$ cat src/hw/rtl/crla_pkg.sv
`default_nettype none
// ----------------------------------------------------------------------------
// crla_pkg
// Shared constants and types for the CR/LF line assembler.
// ----------------------------------------------------------------------------
package crla_pkg;

  // Line store depth (payload bytes, 2..64)
  localparam int LINE_BYTES  = 64;
  localparam int CNT_W       = $clog2(LINE_BYTES);
  localparam int BYTE_W      = 8;
  localparam int LEN_W       = 6;

  // Request queue between front and back
  localparam int QUEUE_DEPTH = 2;
  localparam int QPTR_W      = $clog2(QUEUE_DEPTH);
  localparam int QCNT_W      = $clog2(QUEUE_DEPTH + 1);

  localparam logic [BYTE_W-1:0] CHAR_LF = 8'h0a;
  localparam logic [BYTE_W-1:0] CHAR_CR = 8'h0d;

  // Byte class decided by the front
  typedef enum logic [1:0] {
    KIND_DATA = 2'd0,
    KIND_CR   = 2'd1,
    KIND_LF   = 2'd2
  } kind_t;

  // One classified request
  typedef struct packed {
    kind_t             kind;
    logic [BYTE_W-1:0] data;
  } req_t;

endpackage
`default_nettype wire

$ cat src/hw/rtl/crla_front.sv
`default_nettype none
// ----------------------------------------------------------------------------
// crla_front
// Input stage: accepts received bytes, classifies them, holds one request.
// ----------------------------------------------------------------------------
module crla_front
  import crla_pkg::*;
(
  input  wire logic              clk,
  input  wire logic              rst,
  input  wire logic              rx_valid,
  output logic                   rx_ready,
  input  wire logic [BYTE_W-1:0] rx_byte,
  output logic                   push_valid,
  input  wire logic              push_ready,
  output req_t                   push_req
);

  logic held;
  req_t req;
  req_t req_next;

  // Classify the incoming byte
  always_comb begin
    req_next.data = rx_byte;
    if (rx_byte == CHAR_LF) begin
      req_next.kind = KIND_LF;
    end else if (rx_byte == CHAR_CR) begin
      req_next.kind = KIND_CR;
    end else begin
      req_next.kind = KIND_DATA;
    end
  end

  assign rx_ready   = !held || push_ready;
  assign push_valid = held;
  assign push_req   = req;

  // Hold register
  always_ff @(posedge clk) begin
    if (rst) begin
      held <= 1'b0;
    end else if (rx_ready) begin
      held <= rx_valid;
    end
  end

  always_ff @(posedge clk) begin
    if (rx_valid && rx_ready) begin
      req <= req_next;
    end
  end

endmodule
`default_nettype wire

$ cat src/hw/rtl/crla_queue.sv
`default_nettype none
// ----------------------------------------------------------------------------
// crla_queue
// Short request queue that decouples the front from the back.
// ----------------------------------------------------------------------------
module crla_queue
  import crla_pkg::*;
(
  input  wire logic clk,
  input  wire logic rst,
  input  wire logic push_valid,
  output logic      push_ready,
  input  wire req_t push_req,
  output logic      pop_valid,
  input  wire logic pop_ready,
  output req_t      pop_req
);

  req_t              slots [QUEUE_DEPTH];
  logic [QPTR_W-1:0] wr_ptr;
  logic [QPTR_W-1:0] rd_ptr;
  logic [QCNT_W-1:0] fill;
  logic              do_push;
  logic              do_pop;

  assign push_ready = (fill != QCNT_W'(QUEUE_DEPTH));
  assign pop_valid  = (fill != '0);
  assign pop_req    = slots[rd_ptr];
  assign do_push    = push_valid && push_ready;
  assign do_pop     = pop_valid && pop_ready;

  // Pointers and fill level
  always_ff @(posedge clk) begin
    if (rst) begin
      wr_ptr <= '0;
      rd_ptr <= '0;
      fill   <= '0;
    end else begin
      if (do_push) begin
        wr_ptr <= (wr_ptr == QPTR_W'(QUEUE_DEPTH - 1)) ? '0 : wr_ptr + 1'b1;
      end
      if (do_pop) begin
        rd_ptr <= (rd_ptr == QPTR_W'(QUEUE_DEPTH - 1)) ? '0 : rd_ptr + 1'b1;
      end
      if (do_push && !do_pop) begin
        fill <= fill + 1'b1;
      end else if (do_pop && !do_push) begin
        fill <= fill - 1'b1;
      end
    end
  end

  // Slot storage
  always_ff @(posedge clk) begin
    if (do_push) begin
      slots[wr_ptr] <= push_req;
    end
  end

endmodule
`default_nettype wire

$ cat src/hw/rtl/crla_back.sv
`default_nettype none
// ----------------------------------------------------------------------------
// crla_back
// Line state, line store and output drain.
// ----------------------------------------------------------------------------
module crla_back
  import crla_pkg::*;
(
  input  wire logic              clk,
  input  wire logic              rst,
  input  wire logic              cfg_we,
  input  wire logic              cfg_wdata,
  input  wire logic              pop_valid,
  output logic                   pop_ready,
  input  wire req_t              pop_req,
  output logic                   line_valid,
  input  wire logic              line_ready,
  output logic [BYTE_W-1:0]      line_byte,
  output logic [LEN_W-1:0]       line_length,
  output logic                   last
);

  typedef enum logic [1:0] {
    ST_IDLE,
    ST_READ,
    ST_SEND
  } state_t;

  state_t            state;
  logic              sink_enable;
  logic [CNT_W-1:0]  count;
  logic              seen_cr;
  logic              line_done;
  logic [CNT_W-1:0]  rd_idx;
  logic [BYTE_W-1:0] store [LINE_BYTES];
  logic [BYTE_W-1:0] rdata;
  logic              take;
  logic              store_wr;
  logic              out_free;
  logic              is_last;

  assign pop_ready = (state == ST_IDLE);
  assign take      = pop_valid && pop_ready;
  assign store_wr  = take && !line_done && !seen_cr && (pop_req.kind != KIND_CR);
  assign out_free  = !line_valid || line_ready;
  assign is_last   = (rd_idx == count - 1'b1);

  // Sink enable register
  always_ff @(posedge clk) begin
    if (rst) begin
      sink_enable <= 1'b1;
    end else if (cfg_we) begin
      sink_enable <= cfg_wdata;
    end
  end

  // Line store: write at the fill position, registered read for the drain
  always_ff @(posedge clk) begin
    if (store_wr) begin
      store[count] <= pop_req.data;
    end
    rdata <= store[rd_idx];
  end

  // Line state machine and output register
  always_ff @(posedge clk) begin
    if (rst) begin
      state      <= ST_IDLE;
      count      <= '0;
      seen_cr    <= 1'b0;
      line_done  <= 1'b0;
      rd_idx     <= '0;
      line_valid <= 1'b0;
    end else begin
      if (line_valid && line_ready && state != ST_SEND) begin
        line_valid <= 1'b0;
      end
      unique case (state)
        ST_IDLE: begin
          if (take) begin
            if (line_done || (seen_cr && pop_req.kind == KIND_LF)) begin
              // Line complete (now or earlier): emit or drop when sink is on
              line_done <= 1'b1;
              if (sink_enable) begin
                if (count == '0) begin
                  seen_cr   <= 1'b0;
                  line_done <= 1'b0;
                end else begin
                  rd_idx <= '0;
                  state  <= ST_READ;
                end
              end
            end else if (seen_cr) begin
              // Anything but LF after CR discards the line
              count   <= '0;
              seen_cr <= 1'b0;
            end else if (pop_req.kind == KIND_CR) begin
              seen_cr <= 1'b1;
            end else if (count == CNT_W'(LINE_BYTES - 1)) begin
              // Store full: discard
              count <= '0;
            end else begin
              count <= count + 1'b1;
            end
          end
        end
        ST_READ: begin
          state <= ST_SEND;
        end
        ST_SEND: begin
          if (out_free) begin
            line_valid  <= 1'b1;
            line_byte   <= rdata;
            line_length <= LEN_W'(count);
            last        <= is_last;
            if (is_last) begin
              count     <= '0;
              seen_cr   <= 1'b0;
              line_done <= 1'b0;
              state     <= ST_IDLE;
            end else begin
              rd_idx <= rd_idx + 1'b1;
              state  <= ST_READ;
            end
          end
        end
        default: begin
          state <= ST_IDLE;
        end
      endcase
    end
  end

`ifndef SYNTHESIS
  // Draining only happens for a completed, non-empty line
  assert property (@(posedge clk) disable iff (rst)
    (state != ST_IDLE) |-> (line_done && count != '0))
    else $error("drain without a completed line");

  // Drain index stays inside the line
  assert property (@(posedge clk) disable iff (rst)
    (state == ST_SEND) |-> (rd_idx < count))
    else $error("drain index beyond line length");

  // Sending the last byte clears the line
  assert property (@(posedge clk) disable iff (rst)
    (state == ST_SEND && out_free && is_last) |=>
      (state == ST_IDLE && !line_done && count == '0 && last && line_valid))
    else $error("line not cleared after last byte");

  // Fill count never reaches the store depth
  assert property (@(posedge clk) disable iff (rst)
    take |=> (32'(count) < LINE_BYTES))
    else $error("fill count overflow");
`endif

endmodule
`default_nettype wire

$ cat src/hw/rtl/crlf_line_assembler_unit.sv
`default_nettype none
// ----------------------------------------------------------------------------
// crlf_line_assembler_unit
// Assembles CR/LF terminated lines from received bytes and emits them.
// ----------------------------------------------------------------------------
// Bytes enter on rx_valid/rx_ready, one per cycle, into an input register and
// a two-entry request queue; the back end retires one byte request per cycle
// while idle. A byte that completes a non-empty line while sink_enable is set
// (or any byte while a held line waits and the sink is enabled) starts the
// drain: each stored byte passes through ST_READ (line store read), then
// ST_SEND (output register), so a line occupies the back end, and input
// stalls once the queue has filled. The line store needs no clearing after
// reset.
module crlf_line_assembler_unit
  import crla_pkg::*;
(
  input  wire logic              clk,
  input  wire logic              rst,
  input  wire logic              cfg_we,
  input  wire logic              cfg_wdata,
  input  wire logic              rx_valid,
  output logic                   rx_ready,
  input  wire logic [BYTE_W-1:0] rx_byte,
  output logic                   line_valid,
  input  wire logic              line_ready,
  output logic [BYTE_W-1:0]      line_byte,
  output logic [LEN_W-1:0]       line_length,
  output logic                   last
);

  logic push_valid;
  logic push_ready;
  req_t push_req;
  logic pop_valid;
  logic pop_ready;
  req_t pop_req;

  crla_front u_front (
    .clk        (clk),
    .rst        (rst),
    .rx_valid   (rx_valid),
    .rx_ready   (rx_ready),
    .rx_byte    (rx_byte),
    .push_valid (push_valid),
    .push_ready (push_ready),
    .push_req   (push_req)
  );

  crla_queue u_queue (
    .clk        (clk),
    .rst        (rst),
    .push_valid (push_valid),
    .push_ready (push_ready),
    .push_req   (push_req),
    .pop_valid  (pop_valid),
    .pop_ready  (pop_ready),
    .pop_req    (pop_req)
  );

  crla_back u_back (
    .clk         (clk),
    .rst         (rst),
    .cfg_we      (cfg_we),
    .cfg_wdata   (cfg_wdata),
    .pop_valid   (pop_valid),
    .pop_ready   (pop_ready),
    .pop_req     (pop_req),
    .line_valid  (line_valid),
    .line_ready  (line_ready),
    .line_byte   (line_byte),
    .line_length (line_length),
    .last        (last)
  );

endmodule
`default_nettype wire
$ cat config.mk
export PLATFORM = sky130hd
export DESIGN_NAME = crlf_line_assembler_unit
export DESIGN_NICKNAME = d
export VERILOG_FILES = /design/src/hw/rtl/crla_pkg.sv /design/src/hw/rtl/crla_front.sv /design/src/hw/rtl/crla_queue.sv /design/src/hw/rtl/crla_back.sv /design/src/hw/rtl/crlf_line_assembler_unit.sv
export SDC_FILE = /design/constraint.sdc
export NUM_CORES = 1
export LEC_CHECK = 0
export ABC_AREA = 1
export BUFFER_PORTS_ARGS = -buffer_cell sky130_fd_sc_hd__buf_2
export CAP_MARGIN = 10
export CELL_PAD_IN_SITES_DETAIL_PLACEMENT = 0
export CELL_PAD_IN_SITES_GLOBAL_PLACEMENT = 1
export CORE_UTILIZATION = 25
export DETAILED_ROUTE_END_ITERATION = 12
export HOLD_SLACK_MARGIN = 0.05
export PLACE_DENSITY = 0.56
export SLEW_MARGIN = 20
export SYNTH_ARGS = -nofsm -noshare
export SYNTH_HDL_FRONTEND = slang
export SYNTH_HIERARCHICAL = 1
export SYNTH_SLANG_ARGS = --single-unit
$ cat constraint.sdc
create_clock -name clk -period 2.55 [get_ports clk]
set_input_delay 0.1275 -clock clk [delete_from_list [all_inputs] [get_ports clk]]
set_output_delay 0.1275 -clock clk [all_outputs]
set_load 0.02 [all_outputs]
# Yosys cells after proc, flatten, opt, wreduce, memory -nomap -nowiden
# Memory sizes are Yosys's and may differ from the RTL's. A register that Yosys moved wholly into a read port is not among the register bits.
# Index checks and enable logic that the tools add are counted.
totals:
  register_bits: 48
  ramBits: 532
  mem_bits_ro: 0
  mem_count: 2
  word_cells: 129
  latch_bits: 0
classes:
  shifts: 0
  bitwise: 1
  n_reduce_logical: 31
  n_addsub: 7
  div_mod_pow: 0
  order_cmp: 0
  n_eq_ne: 22
  mux: 50
  mul: 0
mem_list:
  columns: ["name", "depth", "word_bits", "rd", "rd_ports_with_merged_regs", "write_ports", "line", "text"]
  rows:
  - ["u_back.store", 64, 8, 1, 1, 1, "crla_back.sv:35", "logic [BYTE_W-1:0] store [LINE_BYTES];"]
  - ["u_queue.slots", 2, 10, 1, 1, 1, "crla_queue.sv:19", "req_t slots [QUEUE_DEPTH];"]
op_table:
  columns: ["operator", "count"]
  rows:
  - ["$mux 6", 13]
  - ["$mux 1", 25]
  - ["$pmux 6 s2", 2]
  - ["$eq 8x4->1 const B", 2]
  - ["$ne 2x2->1 const B", 8]
  - ["$mux 2", 7]
  - ["$add 6x1->6 const B", 2]
  - ["$reduce_and 6->1", 2]
  - ["$logic_and 1x1->1", 11]
  - ["$reduce_and 5->1", 2]
  - ["$ne 3x3->1 const B", 3]
  - ["$reduce_and 7->1", 1]
  - ["$eq 6x6->1", 1]
  - ["$eq 6x6->1 const B", 1]
  - ["$logic_not 1->1", 6]
  - ["$logic_not 6->1", 1]
  - ["$ne 2x1->1 const B", 3]
  - ["$pmux 2 s3", 1]
  - ["$reduce_bool 2->1", 3]
  - ["$sub 6x1->6 const B", 1]
  - ["$eq 2x1->1 const B", 2]
  - ["$eq 2x2->1 const B", 2]
  - ["$pmux 1 s2", 2]
  - ["$logic_or 1x1->1", 3]
  - ["other kinds (6)", 7]

# Logic depth before layout (Yosys ltp)
logic_depth:
  ltp_word: 7
  depth_mapped: 15
  ltp_nobuf: 15

# Hierarchy
# Netlist, hierarchy kept.
modules_own_cells:
  columns: ["module", "cells_per_inst", "instances", "area_each_um2"]
  rows:
  - ["crla_back", 1820, 1, 22323.9]
  - ["crla_queue", 68, 1, 1014.7]
  - ["crla_front", 30, 1, 396.6]

# Least setup slack after synthesis
# Ideal clock, no wire load.
synth_timing:
  kind: "reg-to-reg"
  startpoint: "register (tool-made name)"
  endpoint: "memory u_back.store[10][0] (enable)"
  setup_slack_ns: 0.260
  stages_incl_launch_ff: 10
  arrival_time_ns: 1.919
  required_time_ns: 2.180
  n_path_buf: 1
  cell_sequence: "dfxtp_1 buf_6 mux2_4 inv_1 nor2_1 inv_1 nand4_2 nor2_1 nand3_1 nor2_1"
synth_rtl:
  columns: ["item", "line"]
  rows:
  - ["to (decl)", "crla_back.sv:35"]

==> flow_results.org <==
** Worst setup path
- Crit start category :: flip-flop
- In this run the register-to-register setup slack is around 0.17 ns.
- At the worst endpoint, the required time is 2.84 ns.
- Largest delay share family, worst path :: simple AND/OR/NAND/NOR gates
- Setup CP Type :: flip-flop to flip-flop
- Series of cell instances along the critical path :: mux2_4, inv_1, nor2_1, inv_1, nand4_2, nor2_1, nand3_1, buf_12, nor2_1, buf_4
- The worst setup path is captured at a flip-flop.
- Among all stages on the critical path, the largest delay is contributed by dfxtp_1.
- Length in cells of the worst reg-to-reg path :: 10
- Buffers plus inverters on the worst setup path :: 4
- On the worst path, the slowest cell contributes a delay of roughly 0.38 ns.
- Worst-path fanout max :: 8
- The worst register-to-register path ends at u_back/store[4][2].
- Arrival time worst endpoint :: around 2.7 ns
- Cell mode on critical path :: nor2_1
- The critical path crosses 10 cells after its start point.
- Endpoint of the most critical setup path :: u_back/store[4][2]

** Outcome
- Outcome :: finished, final reports clean

** Finish
- Final Instance Count excl. Fillers :: between 3000 and 4000
- After routing the design area is ~29000 µm².
- # nets final :: between 2000 and 2500
- Compared with the post-synthesis result, the final layout area differs by 20.3%.
- The post-route netlist has 14.8% of its cells at a drive strength greater than 1.

** Die
- From bottom edge to top edge, the die measures approximately 310 µm.
- The floorplan step set the die width to 310 µm.
- For this design the top-level I/O count stands at 31.
- Full die area :: roughly 96000 µm²
- Once the floorplan was initialized, standard cells occupied 25.3% of the core.
- The total area inside the core boundary comes to around 94000 µm².
- The floorplan has roughly 110 rows.

** STA
- Setup total negative slack on the finished layout was measured at 0 ns.
- Min cycle time layout :: ~2.4 ns
- Worst slew slack as a fraction of its limit :: about 45%
- The final number of max-transition violations is 0.
- Post-route fraction of the period consumed by the critical path :: between 90% and 100%
- Setup repair after global routing left no endpoint under its margin.
- Setup slack on the critical path of the routed design comes to 0.172 ns.
- Final number of setup-violating endpoints :: 0
- The final-report hold violation count was 0.
- For the pin with the worst max-slew slack, the measured transition is between 0.8 and 0.9 ns.
- Highest clock rate :: about 0.42 GHz
- Across the routed clock network, the largest skew measured is roughly 0.027 ns.

** Yosys
- The synthesized netlist occupies a cell area of about 24000 µm².
- Average instance area after synthesis :: around 12 µm²
- Post-synthesis cell count :: 1918
- Counting flops with a built-in enable in the synthesized netlist gives ~560.
- Most frequent cell after synthesis :: edfxtp_1
- Cell variety after synth :: 39
- The number of nets handed over by synthesis was 1936.
- Yosys warning count :: 6
- After synthesis, the most frequently instantiated cells are 557 x edfxtp_1, 394 x nor2_1, 250 x o21ai_0, 196 x nand2_1, 102 x nand3_1.
- Register bit count reported by yosys :: a little under 600
- For this run, asynchronously set or reset flops after synthesis account for 0%.
- Area leader, netlist :: edfxtp_1
- In this run the biggest area consumer among cell types represents a little over 70% of the synthesized area.
- For this run, the register share of the synthesized area comes to 73.2%.
- Post-synth top flop :: edfxtp_1
- Top cells by area, synth :: edfxtp_1 70%, nor2_1 6.2%, o21ai_0 5.3%

** Drt
- After detailed routing, the total wire length is 70.4 mm.
- The routed layout has around 16000 vias.
- Detailed Route Iter0 Violations :: about 1600
- DR DRC count :: 0
- Drt wl/cell :: 21.0 µm
- Pre-Repair DR Iteration Count :: 6
- Once detail routing completed, the nets flagged for antenna violations numbered 0.
- Average via count per standard cell :: 4.72

** Hold path
- The tightest min-delay check is of the primary input to flip-flop type.

** Power
- Worst-case vdd ir drop :: between 0.5 and 0.6 mV
- Power spread over the standard cell area amounts to just under 900 nW/µm².
- For this design the static power due to leakage is 9.66 nW.

** Placement
- Total placed cells including tap cells :: between 3000 and 4000
- Final estimated routing congestion in global placement :: ~0.85
- Before CTS, the worst setup slack after placement is 0.191 ns.
- During placement, the flow inserted port buffers numbering 30.
- Post-DP HPWL :: 45.1 mm
- Post-DP Area :: approximately 26000 µm²

** Clock network
- Clock latency on the worst-skew pair, taken at its later pin, is 0.60 ns.
- Clock tree synthesis inserted a total of 66 buffers.
- In this run the post-CTS setup repair buffer count came out at 0.
- Counting every sink on the clock net gives between 500 and 600.
- Post-CTS repair changed the size of 0 cells.
- The number of hold buffers added after CTS was 15.
- TritonCTS built the clock tree.
- Count of H-tree levels built during CTS :: 3
- No sink is reached through more buffers than the 3 on the longest clock path.
- CTS placed an instance of clkbuf_16 at the clock tree root.
- Clock-pin slew was measured on the worst setup and hold paths at around 0.060 ns.

** GRT
- Global-route total usage across every layer :: between 10% and 20%
- Overall overflow remaining after global route :: 0
- Global-route wire length before repair :: between 100 and 150 mm
- Entering global routing, the biggest net connects about 110 pins.
- The initial antenna violation count was 2.
- The number of global-route vias before repair came to around 16000.

** Flow run
- Max-cap violations in this run came to 0.
==> layer usage <==
metal	GRT usage [%]	up-vias	share of wire [%]
met1	19.8	7928	45
met2	23.1	600	45
met5	0	-	0
met4	4.48	0	2.8
li1	-	7233	-
met3	3.38	117	7.2
==> stage by stage <==
step | power (mW) | hold slack, ns | util (%)
5_1_grt | 26.5 | 0.252 | 30.5
3_3_place_gp | 16.2 | 0.329 | 28.0
2_1_floorplan | 14.0 | 0.197 | -
6_report | 25.6 | 0.260 | 30.5
3_5_place_dp | 16.3 | 0.325 | 28.0
4_1_cts | 25.8 | 0.222 | 30.5
==> area by class of cell <==
type	count	area [µm²]
Timing Repair Buffer	186	1620
Antenna cell	1	2.50
Sequential cell	589	17400
Tap cell	1254	1570
Clock buffer	84	1820
Inverter	49	193
Clock inverter	31	333
Fill cell	9498	65200
Multi-Input combinational cell	1167	5640
==> state kept, by name, summed over array words and instances, names as in the netlist, 6 cells and up, named ones only <==
| signal | count |
|---|---|
| u_back/count | 6 |
| u_back/line_byte | 8 |
| u_back/line_length | 6 |
| u_back/rd_idx | 6 |
| u_back/rdata | 8 |
| u_back/store | 512 |
| u_front/push_req | 10 |
| u_queue/slots | 20 |
==> power by group <==
| group | internal, mW | total, mW | switching [mW] | leakage, nW |
|---|---|---|---|---|
| registers | 11.7 | 11.9 | 0.202 | 5.29 |
| clock network | 5.75 | 9.54 | 3.79 | 1.05 |
| logic | 1.15 | 4.14 | 2.99 | 3.31 |
==> worst register-to-register path, stage by stage, from the launching register on <==
cell and delay (ns):
dfxtp_1 0.38, mux2_4 0.31, inv_1 0.07, nor2_1 0.08
inv_1 0.10, nand4_2 0.18, nor2_1 0.28, nand3_1 0.18
buf_12 0.21, nor2_1 0.10, buf_4 0.20
==> worst min-delay path by stage <==
| stage | end | from | cells after the start |
|---|---|---|---|
| floorplan | u_front/push_valid | rst | 1 |
| global route | u_front/push_req[7] | rx_byte[7] | 2 |
| finish | u_front/push_req[6] | rx_byte[6] | 2 |
| global placement | u_front/push_req[7] | rx_byte[7] | 1 |
| detailed placement | u_front/push_req[6] | rx_byte[6] | 1 |
| CTS | u_front/push_req[6] | rx_byte[6] | 2 |
==> cell families after synthesis <==
group                    synth area share [%]
flip-flops                               73.2
AND/OR/NAND/NOR                          13.1
AO/OA/AOI/OAI                            9.55
multiplexers                            0.633
buffers and inverters                    3.09
adder cells (fa/ha/maj)                 0.211
XOR/XNOR                                0.295
==> placed cells by master, fill, tap and decap left out, types with 21 or more instances in the layout <==
cell type / netlist / final
edfxtp_1: 557 / 557
nor2_1: 394 / 393
o21ai_0: 250 / 250
nand2_1: 196 / 196
buf_4: 10 / 120
nand3_1: 102 / 102
clkbuf_16: 0 / 69
o211ai_1: 53 / 53
o22ai_1: 46 / 46
inv_1: 40 / 39
a21oi_1: 34 / 34
buf_2: 38 / 30
dfxtp_1: 32 / 29
nand4_1: 24 / 24
buf_12: 0 / 21
No activity file was read; power rests on OpenSTA's default activity.
